===== config.mk =====
export PLATFORM = sky130hd
export DESIGN_NAME = ffa_sub
export DESIGN_NICKNAME = d
export VERILOG_FILES = /design/src/design/ffa_pkg.sv /design/src/design/ffa_sub.sv
export SDC_FILE = /design/constraint.sdc
export NUM_CORES = 1
export LEC_CHECK = 0
export ABC_AREA = 0
export BUFFER_PORTS_ARGS = -buffer_cell sky130_fd_sc_hd__buf_2
export CAP_MARGIN = 40
export CELL_PAD_IN_SITES_DETAIL_PLACEMENT = 1
export CELL_PAD_IN_SITES_GLOBAL_PLACEMENT = 1
export CORE_MARGIN = 1.5
export CORE_UTILIZATION = 31
export DETAILED_ROUTE_END_ITERATION = 10
export PLACE_DENSITY = 0.93
export SLEW_MARGIN = 20
export SYNTH_ARGS = -nofsm -noshare
export SYNTH_HDL_FRONTEND = slang
export SYNTH_SLANG_ARGS = --single-unit

===== constraint.sdc =====
create_clock -name vclk -period 3.5
set_input_delay 0.7 -clock vclk [all_inputs]
set_output_delay 0.7 -clock vclk [all_outputs]
set_load 0.02 [all_outputs]

===== src/design/ffa_pkg.sv =====
// Types, codes and constants of the first-fit free-list allocator.
package ffa_pkg;

  // Default page geometry
  localparam int unsigned PAGE_BYTES_DEF  = 4096;
  localparam int unsigned ALIGN_BYTES_DEF = 16;
  // Raw header: one size word and one link word
  localparam int unsigned HDR_RAW         = 16;

  localparam int unsigned FIELD_W  = 13;
  localparam int unsigned STATUS_W = 3;

  // Commands
  localparam logic CMD_ALLOC = 1'b0;
  localparam logic CMD_FREE  = 1'b1;

  // Result status codes
  localparam logic [STATUS_W-1:0] STAT_FRESH  = STATUS_W'(0);
  localparam logic [STATUS_W-1:0] STAT_REUSED = STATUS_W'(1);
  localparam logic [STATUS_W-1:0] STAT_NOROOM = STATUS_W'(2);
  localparam logic [STATUS_W-1:0] STAT_FREED  = STATUS_W'(3);
  localparam logic [STATUS_W-1:0] STAT_DOUBLE = STATUS_W'(4);

  typedef struct packed {
    logic               command;
    logic [FIELD_W-1:0] request_size;
    logic [FIELD_W-1:0] user_address;
  } ffa_in_t;

  typedef struct packed {
    logic [STATUS_W-1:0] status;
    logic [FIELD_W-1:0]  address;
  } ffa_out_t;

  // Write enables of the block store fields
  typedef struct packed {
    logic size_we;
    logic use_we;
    logic next_we;
  } ffa_we_t;

  typedef enum logic [2:0] {
    S_IDLE,
    S_WALK,
    S_BUMP,
    S_FREE_CHK,
    S_DONE
  } ffa_state_e;

  // Header bytes rounded up to the alignment (alignment is a power of two)
  function automatic int unsigned hdr_bytes(int unsigned align);
    return (HDR_RAW + align - 1) & ~(align - 1);
  endfunction

  function automatic int unsigned max_of(int unsigned a, int unsigned b);
    return (a > b) ? a : b;
  endfunction

endpackage


===== src/design/ffa_sub.sv =====
// Shared subtract-and-compare unit: difference and a >= b.
module ffa_sub import ffa_pkg::*; #(
  parameter int unsigned W = 16
) (
  input  logic [W-1:0] a_i,
  input  logic [W-1:0] b_i,
  output logic [W-1:0] diff_o,
  output logic         ge_o
);

  logic [W:0] full;

  // Subtract with borrow out; no borrow means a >= b
  assign full   = {1'b0, a_i} - {1'b0, b_i};
  assign diff_o = full[W-1:0];
  assign ge_o   = ~full[W];

endmodule


==> results of run 1 <==
-- worst max-delay path by stage --
| stage | slack (ns) | depth (start not counted) | end |
|---|---|---|---|
| 2_1_floorplan | 0.30 | 9 | diff_o[14] |
| 3_3_place_gp | 0.15 | 11 | diff_o[14] |
| 3_5_place_dp | -0.03 | 11 | diff_o[14] |
| 4_1_cts | 0.0009 | 11 | diff_o[14] |
| 5_1_grt | -0.04 | 11 | diff_o[14] |
| 6_report | 0.05 | 13 | diff_o[8] |
-- timing repair --
action,in CTS,in global routing
resized for setup,0,7
setup endpoints to repair,1,4
pin swaps,1,4
setup buffers,1,2
-- metal layers --
layer,track usage,up-vias,part of all wire
li1,-,537,-
met1,0.2216,495,0.43
met2,0.3265,28,0.54
met3,0.002326,0,0.032
met4,0.02439,0,0
met5,0,-,0
-- kinds of logic after synthesis --
kind of cell | after synthesis
AO/OA/AOI/OAI | 42
AND/OR/NAND/NOR | 32
buffers and inverters | 25
adder cells (fa/ha/maj) | 17
XOR/XNOR | 11
-- stage by stage --
stage	setup slack (ns)	setup TNS (ns)	util
2_1_floorplan	0.3024	0	-
3_3_place_gp	0.1547	0	0.4381
3_5_place_dp	-0.02625	-0.02625	0.4381
4_1_cts	0.0009333	0	0.4410
5_1_grt	-0.04080	-0.09807	0.4562
6_report	0.05426	0	0.4562
-- placed cells by master, fill, tap and decap left out, types with 4 or more instances in the layout --
| cell | instances |
|---|---|
| sky130_fd_sc_hd__a21o_1 | 4 |
| sky130_fd_sc_hd__a21oi_1 | 16 |
| sky130_fd_sc_hd__buf_2 | 47 |
| sky130_fd_sc_hd__buf_4 | 5 |
| sky130_fd_sc_hd__ha_1 | 15 |
| sky130_fd_sc_hd__inv_1 | 20 |
| sky130_fd_sc_hd__nand2_1 | 7 |
| sky130_fd_sc_hd__nand2b_1 | 5 |
| sky130_fd_sc_hd__nor2_1 | 7 |
| sky130_fd_sc_hd__nor3_1 | 5 |
| sky130_fd_sc_hd__o21ai_1 | 4 |
| sky130_fd_sc_hd__xnor2_1 | 10 |
-- report_power, final --
part | leakage, nW | internal [mW] | total, mW | switching (mW)
registers | 0 | 0 | 0 | 0
logic | 0.639 | 0.118 | 0.287 | 0.169
clock network | 0 | 0 | 0 | 0
total | 0.639 | 0.118 | 0.287 | 0.169
-- cells in the mapped netlist (all sizes together) --
library cell	instances	area, um^2
nor2b	1	6.260
buf	4	20.02
nor3	5	25.02
o2111ai	1	15.01
a21boi	1	11.26
a41oi	1	8.760
and2b	1	7.510
a211oi	1	12.51
inv	20	75.07
a31o	1	8.760
a31oi	2	12.51
o21a	3	22.52
nand4	2	12.51
fa	1	20.02
a41o	1	10.01
o21bai	1	7.510
clkbuf	1	5.000
a21oi	17	88.84
o21ai	6	30.03
nand3	2	10.01
nor2	7	26.28
a21o	4	30.03
o31ai	2	15.01
ha	16	200.2
nand2b	6	40.04
or3	1	6.260
xnor2	10	87.58
xor2	1	8.760
o211ai	1	7.510
nand2	7	26.28
-- area by class of cell --
| type | instances | share of cell area |
|---|---|---|
| multi-input combinational | 102 | 0.6681 |
| inverter | 20 | 0.06466 |
| timing repair buffer | 52 | 0.2349 |
| tap | 30 | 0.03233 |
==> run_results.csv, run 1 <==
group,metric,value,unit
setup_path,critical_path_source_type,"input port",
die,total_die_area,3089,um^2
placement,dpl.cell_count,201,
sta,fin_crit_sh,0.9845,
sta,fin_worst_hold_slack,1.790,ns
power,design_power_total,0.2870,mW
setup_path,required,2.80,ns
route,routedWlPerCell,14.36,um
synth,mappedNetlistNets,176,
placement,gp_congestion,0.8123,
min_path,hold_path_end,"diff_o[0]",
setup_path,crit_path_max_fanout,3,
synth,post_synthesis_adder_cell_area_fraction,0.2569,
cells_and_area,post_route_cells_drive_above_1_share,0.3621,
cells_and_area,post-route-cell-area,1161,um^2
placement,dpl-instance-area,1115,um^2
setup_path,path_class,"in -> out",
power,vdd_drop_max,116.8,uV
power,powerDensity,247.1,nW/um^2
min_path,worstHoldStart,"b_i[0]",
die,die_h,55.58,um
die,chipWidth,55.58,um
die,io_pins,49,
synth,synth_simple_gate_area_frac,0.1869,
synth,synth.avg_cell_area,6.749,um^2
synth,yosysWarningCount,0,
synth,synth.area.mux_share,0,
global_route,antenna_violations_before_repair,0,
power,p_leak,0.6394,nW
route,num_vias,1060,
route,final_routed_wirelength_across_all_metal_layers,2930,um
synth,synthesis.instances,127,
global_route,first_global_vias,1053,
synth,ys_seq_area_frac,0,
sta,report.final.setup_viol,0,
sta,max_slew_margin,0.7514,
die,coreArea,2545,um^2
setup_path,startpoint,"a_i[0]",
synth,synthesized_area,857.1,um^2
setup_path,critical_path_buf_inv_count,5,
cells_and_area,number_of_antenna_diodes,0,
sta,timing.final.max_slew_violations,0,
cells_and_area,area.growth.synth_to_final,35.47,%
setup_path,critical_path.slowest_cell,"sky130_fd_sc_hd__fa_2",
setup_path,cpPeakStageDelay,0.38,ns
sta,layout_min_cycle_time,3.446,ns
synth,synth-xor-area-share,0.1124,
setup_path,crit_arrival,2.75,ns
route,first_iter_violations,7,
cells_and_area,num-nets-final,225,
clocking,cts_hold_buf,0,
global_route,grt_start_max_net_pins,9,
outcome,run_status,"completed",
synth,synth_compound_gate_area_share,0.3270,
sta,finalHoldViolations,0,
die,core.rowCount,18,
route,drtPass1Iterations,4,
cells_and_area,multi_input_area,775.7,um^2
sta,timing_worst_slew_pin_value,0.3722,ns
sta,fmaxAchievable,0.2902,GHz
cells_and_area,layout.area.seq,0,um^2
placement,hpwl,2444,um
cells_and_area,nClkBuffers,0,
global_route,overflow,0,
die,starting_density_of_the_core,0.3368,
setup_path,cp_top_family,"adder cells",
route,routed_via_density,5.196,
route,drc,0,
route,final_antenna_net_count,0,
synth,synth_top_family_by_area,"compound AO/OA/AOI/OAI gates",
min_path,hold_path_depth,4,
setup_path,critPathMostFrequentCell,"sky130_fd_sc_hd__buf_4",
synth,synth_cell_type_count,33,
setup_path,timing.critical_path.cells,"buf_2 -> inv_1 -> ha_2 -> fa_2 -> and2b_2 -> o2111ai_2 -> a21boi_2 -> buf_4 -> buf_4 -> o21a_1 -> nor2_1 -> xnor2_1 -> buf_4",
setup_path,critical_path_sink_type,"output pin",
global_route,grtUsageTotal,0.1726,
cells_and_area,filler_cells_inserted,348,
cells_and_area,seq_cells,0,
global_route,grt_first_pass_wirelength,4567,um
cells_and_area,fin_cells,204,
placement,placement.io_buffers,49,
flow_run,drv.max_cap_violation_count,0,
min_path,hold_path.class,"in -> out",
Power figures use the tool's default switching activity.
==> run 2, diff against run 1 <==
Settings changed: BUFFER_PORTS_ARGS -buffer_cell sky130_fd_sc_hd__buf_2 to default, CORE_UTILIZATION 31 to 45, DONT_BUFFER_PORTS from default to 1, PLACE_DENSITY 0.93 to 0.92.
==> run_results.csv, run 2 (synthesis results as in run 1) <==
group,metric,value,unit
outcome,run_status,"completed",
flow_run,drv.max_cap_violation_count,0,
setup_path,required,2.80,ns
route,drtPass1Iterations,4,
placement,placement.io_buffers,0,
cells_and_area,num-nets-final,179,
setup_path,cpPeakStageDelay,0.40,ns
placement,gp_congestion,0.7953,
cells_and_area,number_of_antenna_diodes,0,
route,final_antenna_net_count,0,
sta,final_worst_setup_slack,0.1233,ns
global_route,grtUsageTotal,0.2206,
global_route,first_global_vias,822,
sta,fmaxAchievable,0.2961,GHz
power,vdd_drop_max,123.6,uV
sta,layout_min_cycle_time,3.377,ns
sta,timing.final.max_slew_violations,0,
clocking,cts_hold_buf,0,
global_route,grt_first_pass_wirelength,3608,um
route,routedWlPerCell,15.58,um
route,drc,0,
die,starting_density_of_the_core,0.4858,
route,first_iter_violations,3,
sta,report.final.setup_viol,0,
setup_path,cp_top_family,"adder cells",
die,total_die_area,2175,um^2
cells_and_area,layout.area.seq,0,um^2
die,chipWidth,46.64,um
cells_and_area,filler_cells_inserted,255,
die,die_h,46.64,um
global_route,grt_start_max_net_pins,9,
cells_and_area,area.growth.synth_to_final,7.591,%
die,io_pins,49,
setup_path,critical_path_buf_inv_count,3,
power,power_report.internal_total,0.08727,mW
setup_path,critical_path.slowest_cell,"sky130_fd_sc_hd__fa_1",
route,routed_via_density,5.843,
setup_path,crit_arrival,2.68,ns
power,seqPwrFrac,0,
route,final_routed_wirelength_across_all_metal_layers,2383,um
die,coreArea,1764,um^2
cells_and_area,multi_input_area,770.7,um^2
sta,finalHoldViolations,0,
sta,fin_crit_sh,0.9648,
power,powerDensity,262.8,nW/um^2
setup_path,critical_path_source_type,"input port",
cells_and_area,seq_cells,0,
die,core.rowCount,15,
placement,pre_cts_slack,0.09706,ns
setup_path,timing.critical_path.cells,"inv_1 -> ha_1 -> fa_1 -> and2b_2 -> o2111ai_2 -> a21boi_2 -> buf_4 -> a211oi_2 -> nand2b_2 -> a21oi_1 -> buf_4",
power,power.switching_fraction,0.6399,
setup_path,path_class,"in -> out",
global_route,overflow,0,
cells_and_area,utilization,0.5227,
placement,hpwl,2049,um
power,comb_power_share,1.000,
setup_path,crit_path_max_fanout,4,
route,num_vias,894,
cells_and_area,mostFrequentLayoutCell,"sky130_fd_sc_hd__inv_1",
sta,max_slew_margin,0.6601,
power,p_leak,0.4619,nW
global_route,antenna_violations_before_repair,0,
setup_path,critPathMostFrequentCell,"sky130_fd_sc_hd__buf_4",
setup_path,critical_path_sink_type,"output pin",
power,power.net_switching,0.1551,mW
power,clock_power_share,0,
sta,timing_worst_slew_pin_value,0.5062,ns
min_path,hold_path.class,"in -> out",
cells_and_area,post_route_cells_drive_above_1_share,0.1172,
cells_and_area,nClkBuffers,0,
cells_and_area,layout.cells.most_common_list,"sky130_fd_sc_hd__inv_1, sky130_fd_sc_hd__a21oi_1, sky130_fd_sc_hd__ha_1",
sta,setup_tns,0,ns
run 2: stage by stage:
stage	hold WS, ns	power, mW	instances	instance area (um^2)
after floorplan	1.582	0.1887	127	857.1
final	1.600	0.2423	153	922.1
after global placement	1.590	0.2238	151	893.4
after detailed placement	1.591	0.2342	151	893.4
after global routing	1.613	0.2641	153	922.1
after CTS	1.598	0.2356	151	893.4
run 2: path summary, 6_finish.rpt:
path / startpoint / end / slack, ns / depth (start not counted)
worst max-delay path: a_i[0] / diff_o[14] / 0.12 / 11
worst min-delay path: b_i[0] / diff_o[0] / 1.60 / 2
run 2: layout make-up:
type	instances	share of cell area
multi-input cells	102	0.8358
well taps	25	0.03392
inverters	20	0.08141
repair buffers	6	0.04885
run 2: repair_timing:
action                     in CTS  in global routing
setup endpoints to repair       0                  1
buffers inserted                0                  2
resized for setup               0                  3
run 2: routing by layer:
| metal | global-route usage | up-vias | wire (um) |
|---|---|---|---|
| li1 | - | 447 | - |
| met1 | 0.2667 | 422 | 995 |
| met2 | 0.4500 | 25 | 1311 |
| met3 | 0.003922 | 0 | 76 |
| met4 | 0 | 0 | 0 |
| met5 | 0 | - | 0 |
run 2: power by group through the flow:
stage	logic (mW)	clock network (mW)	registers, mW
after global routing	0.264	0	0
after floorplan	0.189	0	0
after CTS	0.236	0	0
after detailed placement	0.234	0	0
final	0.242	0	0
after global placement	0.224	0	0
